File: config.mk
export PLATFORM = sky130hd
export DESIGN_NAME = sorted_timeout_scheduler_top
export DESIGN_NICKNAME = d
export VERILOG_FILES = /design/src/rtl/core/sts_pkg.sv /design/src/rtl/core/sts_fifo.sv /design/src/rtl/core/sts_engine.sv /design/src/rtl/core/sorted_timeout_scheduler_top.sv
export SDC_FILE = /design/constraint.sdc
export NUM_CORES = 2
export LEC_CHECK = 0
export BUFFER_PORTS_ARGS = -buffer_cell sky130_fd_sc_hd__buf_4
export CORE_MARGIN = 10
export CORE_UTILIZATION = 55
export DETAILED_ROUTE_END_ITERATION = 8
export HOLD_SLACK_MARGIN = 0.12
export PLACE_DENSITY = 0.82
export SYNTH_ARGS = -nofsm -noshare
export SYNTH_HDL_FRONTEND = slang
export SYNTH_SLANG_ARGS = --single-unit
File: constraint.sdc
create_clock -name clk -period 12.45 [get_ports clk]
set_clock_uncertainty 0.15 [all_clocks]
set_input_delay 0.6225 -clock clk [delete_from_list [all_inputs] [get_ports clk]]
set_output_delay 0.6225 -clock clk [all_outputs]
set_load 0.02 [all_outputs]
File: src/rtl/core/sts_pkg.sv
// ----------------------------------------------------------------------------
// sts_pkg: shared types and codes of the sorted timeout scheduler.
// Input and result structs, register indexes and the back-end state type.
// ----------------------------------------------------------------------------
package sts_pkg;

	localparam int DATA_W = 32;
	localparam int HANDLE_W = 8;
	localparam int CFG_W = 16;
	localparam int MAX_FIRE = 16;

	localparam logic [0:0] REG_LEAD_MIN = 1'b0;
	localparam logic [0:0] REG_LATE_WINDOW = 1'b1;

	localparam logic MODE_INSERT = 1'b0;
	localparam logic MODE_TICK = 1'b1;

	typedef struct packed {
		logic                mode;
		logic [DATA_W-1:0]   now_time;
		logic [DATA_W-1:0]   deadline;
		logic [HANDLE_W-1:0] handle;
	} sts_in_t;

	typedef struct packed {
		logic                fired_valid;
		logic [HANDLE_W-1:0] fired_handle;
		logic [DATA_W-1:0]   compare_value;
		logic                compare_armed;
		logic                insert_rejected;
		logic                last;
	} sts_out_t;

	typedef enum logic [3:0] {
		ST_IDLE,
		ST_FREE,
		ST_WALK,
		ST_LINK,
		ST_TCHK,
		ST_FIRE,
		ST_FNEXT,
		ST_ARM,
		ST_EMIT,
		ST_WAIT
	} sts_state_t;

endpackage

File: src/rtl/core/sts_fifo.sv
// ----------------------------------------------------------------------------
// sts_fifo: two-entry queue between the front and the back of the scheduler.
// Holds accepted input items so the front can take a transfer while busy.
// ----------------------------------------------------------------------------
module sts_fifo
	import sts_pkg::*;
(
	input  logic    clk,
	input  logic    arst_n,
	input  logic    wr_valid,
	output logic    wr_ready,
	input  sts_in_t wr_data,
	output logic    rd_valid,
	input  logic    rd_ready,
	output sts_in_t rd_data
);

	sts_in_t    mem_q [2];
	logic       wp_q;
	logic       rp_q;
	logic [1:0] cnt_q;

	assign wr_ready = (cnt_q != 2'd2);
	assign rd_valid = (cnt_q != 2'd0);
	assign rd_data = mem_q[rp_q];

	always_ff @(posedge clk) begin
		if (wr_valid && wr_ready) begin
			mem_q[wp_q] <= wr_data;
		end
	end

	always_ff @(posedge clk or negedge arst_n) begin
		if (!arst_n) begin
			wp_q <= 1'b0;
			rp_q <= 1'b0;
			cnt_q <= 2'd0;
		end else begin
			if (wr_valid && wr_ready) begin
				wp_q <= ~wp_q;
			end
			if (rd_valid && rd_ready) begin
				rp_q <= ~rp_q;
			end
			cnt_q <= cnt_q + {1'b0, wr_valid && wr_ready} - {1'b0, rd_valid && rd_ready};
		end
	end

`ifndef NO_ASSERTIONS
	a_no_over: assert property (@(posedge clk) disable iff (!arst_n)
		cnt_q == 2'd2 |-> !wr_ready) else $error("queue overflow");
	a_cnt_range: assert property (@(posedge clk) disable iff (!arst_n)
		cnt_q != 2'd3) else $error("queue count out of range");
	a_empty: assert property (@(posedge clk) disable iff (!arst_n)
		cnt_q == 2'd0 |-> !rd_valid) else $error("read from empty queue");
`endif

endmodule

File: src/rtl/core/sts_engine.sv
// ----------------------------------------------------------------------------
// sts_engine: back end that walks the linked timeout table and drives results.
// Carries out inserts and ticks one step a cycle; results wait for res_ready.
// ----------------------------------------------------------------------------
module sts_engine
	import sts_pkg::*;
#(
	parameter int SLOTS = 16
) (
	input  logic             clk,
	input  logic             arst_n,
	input  logic [CFG_W-1:0] lead_min,
	input  logic [CFG_W-1:0] late_window,
	input  logic             item_valid,
	output logic             item_ready,
	input  sts_in_t          item,
	output logic             res_valid,
	input  logic             res_ready,
	output sts_out_t         res
);

	localparam int IW = $clog2(SLOTS);
	localparam int LW = IW + 1;
	localparam logic [LW-1:0] NIL = LW'(SLOTS);
	localparam int CW = $clog2(MAX_FIRE + 1);

	logic [DATA_W-1:0]   dl_mem [SLOTS];
	logic [HANDLE_W-1:0] hd_mem [SLOTS];
	logic [LW-1:0]       lk_mem [SLOTS];
	logic [SLOTS-1:0]    busy_q;

	logic [LW-1:0]       head_q;
	logic [IW-1:0]       fptr_q;
	logic [DATA_W-1:0]   cmp_q;
	logic                armed_q;

	sts_state_t          st_q, st_d;
	sts_in_t             it_q;
	logic [IW-1:0]       p_q;
	logic [LW-1:0]       cnt_q;
	logic [LW-1:0]       prev_q, cur_q;
	logic [CW-1:0]       nf_q;
	logic [HANDLE_W-1:0] fh_q [MAX_FIRE];
	logic [CW-1:0]       ek_q;
	logic                rej_q;
	logic                emfire_q;

	logic [IW-1:0]       cur_i;
	logic [IW-1:0]       head_i;
	logic [IW-1:0]       p_nx;
	logic [DATA_W-1:0]   arm_then;
	logic [DATA_W-1:0]   arm_diff;
	logic [DATA_W:0]     arm_lim;
	logic [LW-1:0]       nxt_head;

	assign cur_i = cur_q[IW-1:0];
	assign head_i = head_q[IW-1:0];
	assign p_nx = (p_q == IW'(SLOTS - 1)) ? '0 : p_q + 1'b1;
	assign arm_then = dl_mem[head_i];
	assign arm_diff = arm_then - it_q.now_time + {16'd0, late_window};
	assign arm_lim = {17'd0, late_window} + {17'd0, lead_min};
	assign nxt_head = (lk_mem[head_i] < NIL) ? lk_mem[head_i] : NIL;

	always_comb begin
		st_d = st_q;
		item_ready = 1'b0;
		res_valid = 1'b0;
		res.fired_valid = emfire_q;
		res.fired_handle = emfire_q ? fh_q[ek_q[CW-2:0]] : '0;
		res.compare_value = cmp_q;
		res.compare_armed = armed_q;
		res.insert_rejected = rej_q;
		res.last = emfire_q ? (ek_q + 1'b1 == nf_q) : 1'b1;
		case (st_q)
			ST_IDLE: begin
				item_ready = 1'b1;
				if (item_valid) begin
					st_d = (item.mode == MODE_TICK) ? ST_TCHK : ST_FREE;
				end
			end
			ST_FREE: begin
				if (!busy_q[p_q]) begin
					st_d = ST_WALK;
				end else if (cnt_q == LW'(SLOTS - 1)) begin
					st_d = ST_EMIT;
				end
			end
			ST_WALK: begin
				if (cur_q >= NIL || cnt_q == NIL
					|| (it_q.deadline - dl_mem[cur_i]) >> 31 != 0) begin
					st_d = ST_LINK;
				end
			end
			ST_LINK: st_d = (prev_q >= NIL) ? ST_ARM : ST_EMIT;
			ST_TCHK: begin
				if (!armed_q || head_q >= NIL || (it_q.now_time - cmp_q) >> 31 != 0) begin
					st_d = ST_EMIT;
				end else begin
					st_d = ST_FIRE;
				end
			end
			ST_FIRE: st_d = ST_FNEXT;
			ST_FNEXT: begin
				if (nf_q < CW'(MAX_FIRE) && head_q < NIL
					&& (dl_mem[head_i] - it_q.now_time) >> 31 != 0) begin
					st_d = ST_FIRE;
				end else begin
					st_d = ST_ARM;
				end
			end
			ST_ARM: st_d = ST_EMIT;
			ST_EMIT: begin
				res_valid = 1'b1;
				if (res_ready && res.last) begin
					st_d = ST_IDLE;
				end
			end
			default: st_d = ST_IDLE;
		endcase
	end

	always_ff @(posedge clk) begin
		case (st_q)
			ST_IDLE: begin
				it_q <= item;
				cnt_q <= '0;
				nf_q <= '0;
				ek_q <= '0;
				rej_q <= 1'b0;
				emfire_q <= 1'b0;
				prev_q <= NIL;
				cur_q <= head_q;
				p_q <= fptr_q;
			end
			ST_FREE: begin
				if (busy_q[p_q]) begin
					p_q <= p_nx;
					cnt_q <= cnt_q + 1'b1;
					rej_q <= (cnt_q == LW'(SLOTS - 1));
				end else begin
					cnt_q <= '0;
				end
			end
			ST_WALK: begin
				if (!(cur_q >= NIL || cnt_q == NIL
					|| (it_q.deadline - dl_mem[cur_i]) >> 31 != 0)) begin
					prev_q <= cur_q;
					cur_q <= lk_mem[cur_i];
					cnt_q <= cnt_q + 1'b1;
				end
			end
			ST_LINK: begin
				dl_mem[p_q] <= it_q.deadline;
				hd_mem[p_q] <= it_q.handle;
				lk_mem[p_q] <= (cur_q > NIL) ? NIL : cur_q;
				if (prev_q < NIL) begin
					lk_mem[prev_q[IW-1:0]] <= {1'b0, p_q};
				end
			end
			ST_TCHK: emfire_q <= (st_d == ST_FIRE);
			ST_FIRE: begin
				fh_q[nf_q[CW-2:0]] <= hd_mem[head_i];
				nf_q <= nf_q + 1'b1;
			end
			ST_EMIT: begin
				if (res_ready) begin
					ek_q <= ek_q + 1'b1;
				end
			end
			default: ;
		endcase
	end

	always_ff @(posedge clk or negedge arst_n) begin
		if (!arst_n) begin
			st_q <= ST_IDLE;
			busy_q <= '0;
			head_q <= NIL;
			fptr_q <= '0;
			cmp_q <= '0;
			armed_q <= 1'b0;
		end else begin
			st_q <= st_d;
			case (st_q)
				ST_LINK: begin
					fptr_q <= p_q;
					busy_q[p_q] <= 1'b1;
					if (prev_q >= NIL) begin
						head_q <= {1'b0, p_q};
					end
				end
				ST_FIRE: begin
					busy_q[head_i] <= 1'b0;
					head_q <= nxt_head;
				end
				ST_ARM: begin
					if (head_q >= NIL) begin
						armed_q <= 1'b0;
					end else begin
						armed_q <= 1'b1;
						cmp_q <= ({1'b0, arm_diff} < arm_lim)
							? it_q.now_time + {16'd0, lead_min} : arm_then;
					end
				end
				default: ;
			endcase
		end
	end

`ifndef NO_ASSERTIONS
	a_head_busy: assert property (@(posedge clk) disable iff (!arst_n)
		st_q == ST_IDLE && head_q < NIL |-> busy_q[head_i])
		else $error("head slot not busy");
	a_armed_head: assert property (@(posedge clk) disable iff (!arst_n)
		st_q == ST_IDLE |-> armed_q == (head_q < NIL))
		else $error("armed flag disagrees with table");
	a_fire_cap: assert property (@(posedge clk) disable iff (!arst_n)
		nf_q <= CW'(MAX_FIRE)) else $error("too many expiries");
`endif

endmodule

File: src/rtl/core/sorted_timeout_scheduler_top.sv
// An insert searches for a free slot, then walks the sorted list one entry a cycle to link it in;
// it is rejected when every slot is busy. A tick that finds entries due fires them, then arms
// the compare for the new head or disarms it. The back end takes one item at a time, the next
// only after the last result of the one before.
// Reset: asynchronous, active low; table empty, compare disarmed, registers at defaults.
// ----------------------------------------------------------------------------
// sorted_timeout_scheduler_top: sorted deadline timer queue.
// Configuration registers, input queue and table engine.
// ----------------------------------------------------------------------------
module sorted_timeout_scheduler_top
	import sts_pkg::*;
#(
	parameter int SLOTS = 16
) (
	input  logic             clk,
	input  logic             arst_n,
	input  logic             cfg_we,
	input  logic [0:0]       cfg_index,
	input  logic [CFG_W-1:0] cfg_data,
	input  logic             in_valid,
	output logic             in_ready,
	input  sts_in_t          in_data,
	output logic             out_valid,
	input  logic             out_ready,
	output sts_out_t         out_data
);

	logic [CFG_W-1:0] lead_min_q;
	logic [CFG_W-1:0] late_window_q;
	logic             q_valid;
	logic             q_ready;
	sts_in_t          q_data;

	always_ff @(posedge clk or negedge arst_n) begin
		if (!arst_n) begin
			lead_min_q <= CFG_W'(32);
			late_window_q <= CFG_W'(512);
		end else if (cfg_we) begin
			case (cfg_index)
				REG_LEAD_MIN: lead_min_q <= cfg_data;
				REG_LATE_WINDOW: late_window_q <= cfg_data;
				default: ;
			endcase
		end
	end

	sts_fifo u_fifo (
		.clk(clk), .arst_n(arst_n),
		.wr_valid(in_valid), .wr_ready(in_ready), .wr_data(in_data),
		.rd_valid(q_valid), .rd_ready(q_ready), .rd_data(q_data)
	);

	sts_engine #(.SLOTS(SLOTS)) u_engine (
		.clk(clk), .arst_n(arst_n),
		.lead_min(lead_min_q), .late_window(late_window_q),
		.item_valid(q_valid), .item_ready(q_ready), .item(q_data),
		.res_valid(out_valid), .res_ready(out_ready), .res(out_data)
	);

endmodule
* Yosys cells after proc, flatten, opt, wreduce, memory -nomap -nowiden
Memories as Yosys holds them, arrays and structs flattened. A register that Yosys moved wholly into a read port is not among the register bits.
Index checks and enable logic that the tools add are counted.
** Storage, ports and cells
- Flip-flop bits (word level) :: 201
- RAM bits :: 994
- Input bits :: 95
- Output and inout bits :: 46
- Memories :: 5
** Cells by class
- Add/sub/neg operators :: 12
- Order comparisons :: 13
- Equal/unequal tests :: 18
- Mux-type cells :: 55
- Bitwise gates (word level) :: 7
- Reduce and logical (&&, ||, !) cells :: 29
** Memory list
- u_engine.dl_mem :: depth 16, bits a word 32, read ports 2, clocked after memory_dff 1, wr ports 1, line sts_engine.sv:27 : logic [DATA_W-1:0] dl_mem [SLOTS];
- u_fifo.mem_q :: depth 2, bits a word 73, read ports 1, clocked after memory_dff 0, wr ports 1, line sts_fifo.sv:18 : sts_in_t mem_q [2];
- u_engine.fh_q :: depth 16, bits a word 8, read ports 1, clocked after memory_dff 1, wr ports 1, line sts_engine.sv:43 : logic [HANDLE_W-1:0] fh_q [MAX_FIRE];
- u_engine.hd_mem :: depth 16, bits a word 8, read ports 1, clocked after memory_dff 0, wr ports 1, line sts_engine.sv:28 : logic [HANDLE_W-1:0] hd_mem [SLOTS];
- u_engine.lk_mem :: depth 16, bits a word 5, read ports 2, clocked after memory_dff 1, wr ports 2, line sts_engine.sv:29 : logic [LW-1:0] lk_mem [SLOTS];
** Operators with widths (number)
- $sub 32x32->32 :: 3
- $add 32x16->32 :: 2
- $pmux 5 s2 :: 5
- $mux 4 :: 12
- $mux 5 :: 8
- $pmux 4 s9 :: 1
- $lt 32x33->1 :: 1
- $mux 32 :: 1
- $pmux 16 s2 :: 1
- $eq 4x3->1 const B :: 5
- $lt 5x5->1 const B :: 4
- $add 16x16->17 :: 1
- $mux 1 :: 17
- $and 16x16->16 :: 1
- $not 16->16 :: 1
- $or 16x16->16 :: 1
- $reduce_and 2->1 :: 8
- $add 5x1->5 const B :: 3
- $ge 5x5->1 const B :: 3
- $pmux 5 s3 :: 1
- $reduce_bool 2->1 :: 7
- $lt 4x5->1 const B :: 2
- $demux 1 s4 :: 2
- $eq 4x2->1 const B :: 2
- other kinds (24) :: 42

* Logic depth before layout (Yosys ltp)
- Depth after elaboration :: 8
- Depth in mapped cells :: 34
- Mapped depth without buffers :: 29

* Cells and area by module
Synthesis repeated with hierarchy kept, for this count alone.
** Second synthesis, totals
- Cell total of the unflattened synthesis :: 3453
- Area, all modules :: 58009.4 um^2
** By module, submodules not included
- sts_engine :: instances 1, cells an instance 3140, area an instance 51040.2 um^2, seq. area each 30110.1 um^2
- sts_fifo :: instances 1, cells an instance 244, area an instance 5714.2 um^2, seq. area each 4484.3 um^2
- sorted_timeout_scheduler_top :: instances 1, cells an instance 69, area an instance 1255.0 um^2, seq. area each 803.3 um^2

* Least setup slack after synthesis
OpenSTA, ideal clock, no wires.
- Kind :: register -> register
- From :: reg u_engine.head_q[0]
- To :: reg u_engine.cmp_q[1]
- Setup time :: 82 ps
- Arrival :: 7613 ps
- Data required time :: 12218 ps
- Setup slack :: 4605 ps
- Stages on the path, launching flop included :: 32
- Buffers on the path :: 4
- Clock period less this slack :: 7845 ps
- Cell sequence :: dfrtp_1 > clkbuf_1 > buf_1 > buf_1 > mux4_2 > mux4_2 > ha_1 > nor2b_1 > o21bai_1 > a21o_1 > nand2b_1 > a21oi_1 > xnor2_1 > ha_1 > o21a_1 > nor2_1 > a2111oi_0 > nor2_1 > nor2b_1 > o21ai_0 > nand2b_1 > xor2_1 > ha_1 > a21o_1 > a21o_1 > a21oi_1 > o31ai_1 > or3_4 > or4_1 > clkbuf_1 > or4_1 > a31oi_1
** On the way
- Word-level cells in the longest chain between the ends :: 5
- Elaborated cells between the ends (all ways) :: 8
- Those cells by class :: add/sub: 2; order compare: 2; mux: 1; bitwise: 1; reduce/logical: 1; memory: 1
** Ends and longest elaborated chain
- start: declaration :: line sts_engine.sv:32 : logic [LW-1:0] head_q;
- start signal: assignment :: line sts_engine.sv:189 : head_q <= {1'b0, p_q};
- start signal: assignment :: line sts_engine.sv:194 : head_q <= nxt_head;
- $mem_v2 16x32
- $sub 32x32->32 :: line sts_engine.sv:60 : assign arm_diff = arm_then - it_q.now_time + {16'd0, late_window};
- $add 32x16->32 :: line sts_engine.sv:60
- $lt 32x33->1 :: line sts_engine.sv:201 : cmp_q <= ({1'b0, arm_diff} < arm_lim)
- $mux 32 :: line sts_engine.sv:202 : ? it_q.now_time + {16'd0, lead_min} : arm_then;
- end signal: assignment :: line sts_engine.sv:201
- end: declaration :: line sts_engine.sv:34 : logic [DATA_W-1:0] cmp_q;
Parallel ways exist; a longest one is shown, timed or not.
A chain may end at the register's enable or synchronous reset.

* Final worst setup path
Same ends and word-level chain as after synthesis.

==> flow_summary.toml <==
[logic_synthesis]
synth_area_um2 = 57940
synth_nets = 3803
synth_edf_count = 1081
synthCells = 3532
yosysMostFrequentCell = "edfxtp_1"
synth_top_area_share_pct = 56.03
synthTopCellsByCount = "edfxtp_1 (1081), mux4_2 (454), nand2_1 (210)"
ys_seq_area_share_pct = 61.10
ys_ff_latch = 1203
synth_fa_ha_area_share_pct = 3.853
synthesis.area_per_instance_um2 = 16.40
synthXorXnorAreaFrac_pct = 1.361
yosys.cell_types.count = 86
synthMuxAreaShare_pct = 20.19
synth-compound-area-share_pct = 5.781
yosysTopAreaCell = "edfxtp_1"
synth_area_leaders = "edfxtp_1 (56%), mux4_2 (18%), dfrtp_1 (4.1%)"
yosys_most_used_dff = "edfxtp_1"
synth_async_sr_flop_share_pct = 8.146
yosysWarningCount = 0
yosys.area_share.simple_pct = 5.427
synth_top_family_by_area = "multiplexers"

[power_and_ir_drop]
clock_power_share_pct = 18.1
ir_drop_mv = 0.3537
leakage_nw = 22.23
combPwrFrac_pct = 49.6
switching_share_pct = 41.42
power.internal_mw = 11.56
net-switching-power_mw = 8.176
p_per_area_nw_per_um2 = 302.2
seqPwrFrac_pct = 32.2
p_total_mw = 19.74

[floorplanning]
rows = 118
die_h_um = 344.6
die_area_um2 = 118700
pin_count = 141
initial_core_util_pct = 55.66
core_area_um2 = 104100
die-width_um = 344.6

[sta]
tns_ps = 0
min_period_ps = 9196
whs_ps = 182.4
tightest_slew_ps = 1247
relSlewSlack_pct = 16.83
clock.fmax_mhz = 108.7
setup_viol = 0
hold_viol = 0
setup_ws_ps = 3254
slew_violations = 0
fin_crit_sh_pct = 73.86
rsz0062_at_grt = "false"

[place]
port_buffers = 140
place_congestion = 0.9448
dp_slack_ps = 3297
numPlacedInstances = 4921
hpwl_um = 95120
place_area_um2 = 60520

[global_routing]
grt_pass1_vias = 35330
grt_pass1_wl_um = 229600
grt_util_all_layers_pct = 25.87
antenna_found_initial = 2
grt_max_degree = 116
grt_overflow = 0

[worst_hold_path]
hold_class = "in -> reg"
hp-start = "out_ready"

[final_layout]
fin_util_pct = 62.74
drive_gt1_share_pct = 26.64
layout.nets = 4022
fin_cells = 5235
syn_to_final_growth_pct = 12.72
design_area_um2 = 65310
antennaDiodeCount = 0

[routing]
wl_per_cell_um = 29.50
vias = 35070
postRouteAntennaNets = 0
vias_per_cell = 6.700
drtPass1Iterations = 7
wl_um = 154400
drc_errors = 0
drtIter0Drc = 4639

[clocking]
cts_made_buffers = 118
h-tree-depth = 3
cts_setup_buffers = 0
cts_root_buffer = "clkbuf_16"
clock-sinks = 1203
clkTransAtPathRegs_ps = 60
cts_tree = "done"
cts_max_path_buffers = 3
clk_latency_ps = 720

[setup_path]
crit_type = "reg -> reg"
critPathCaptureType = "register"
crit_path_start_kind = "register"
required_ps = 12950
critical_path_arrival_ps = 9700
r2r_start = "u_engine.head_q[0]"
critPathMaxFanout = 88
crit_start = "u_engine.head_q[0]"
cpMaxStageDelayCell = "dfrtp_4"
critical_path.max_stage_delay_ps = 890

[job]
drv_cap = 0

[outcome]
outcome = "complete, no violations"
## cell type report
| class | instances | area (um2) |
|---|---|---|
| fill | 7086 | 38780 |
| sequential | 1203 | 35430 |
| multi-input combinational | 1985 | 21260 |
| clock buffer | 137 | 3034 |
| timing repair buffer | 285 | 2402 |
| tap | 1380 | 1727 |
| clock inverter | 87 | 845.8 |
| inverter | 158 | 604.3 |
## state kept, by name, indices dropped and copies added (netlist names), 16 cells and up, named ones only
signal and flops:
u_engine.hd_mem 128, u_engine.cmp_q 32, u_fifo.mem_q 146, u_engine.fh_q 128
u_engine.lk_mem 80, u_engine.dl_mem 512, lead_min_q 16, late_window_q 16
u_engine.it_q 72, u_engine.busy_q 16
## power groups by stage
| stage | combinational [mW] | sequential, mW | clock (mW) |
|---|---|---|---|
| 4_1_cts | 9.67 | 6.34 | 3.61 |
| 5_1_grt | 10.6 | 6.43 | 3.78 |
| 3_5_place_dp | 9.51 | 6.41 | 0 |
| 2_1_floorplan | 7.17 | 5.90 | 0 |
| 3_3_place_gp | 9.34 | 6.38 | 0 |
| 6_report | 9.80 | 6.36 | 3.58 |
## layout by cell type (no fill, tap or decap), types with 60 or more instances in the layout
master         count
inv_1            140
mux4_2           454
buf_4            192
dlygate4sd3_1     90
nor2_1           133
nand2_1          210
o31ai_1           85
xnor2_1           60
mux2_2           123
edfxtp_1        1081
clkbuf_16        118
a21oi_1          117
dfrtp_1           90
o21ai_0           68
ha_1             172
## final timing paths
check	depth (start not counted)	end	slack (ps)
max	30	u_engine.cmp_q[1]	3250
max reg2reg	30	u_engine.cmp_q[1]	3250
min	3	u_engine.st_q[3]	180
min in group asynchronous	2	late_window_q[14]	280
min reg2reg	2	u_engine.lk_mem[7][4]	320
max in group asynchronous	3	u_engine.head_q[1]	10500
## layer usage
layer	global-route usage [%]	vias up	wire length, um
li1	-	14710	-
met1	33.38	17790	56000
met2	42.71	2125	75770
met3	5.499	445	15820
met4	10.47	2	6846
met5	0	-	9
## worst max-delay path, delay by kind of cell (launching register included)
kind                     cells  cell delay (ps)
flip-flops                   1              890
AO/OA/AOI/OAI               11             2270
multiplexers                 2             1220
adder cells (fa/ha/maj)      4             1020
XOR/XNOR                     2              260
buffers and inverters        2              730
AND/OR/NAND/NOR              9             2470
## kinds of logic (layout without fill, tap and decap cells)
| kind of cell | Yosys count | in the layout |
|---|---|---|
| compound gates | 494 | 494 |
| xor+xnor | 90 | 90 |
| fa+ha+maj | 176 | 176 |
| buf+inv | 344 | 667 |
| flops | 1203 | 1203 |
| mux | 586 | 586 |
| simple gates | 639 | 639 |
## what timing repair did
action                     CTS  global route
setup endpoints to repair    0             0
hold endpoints to repair   215             0
hold buffers                90             0
gates resized for setup      0             0
Power figures use the tool's default switching activity.
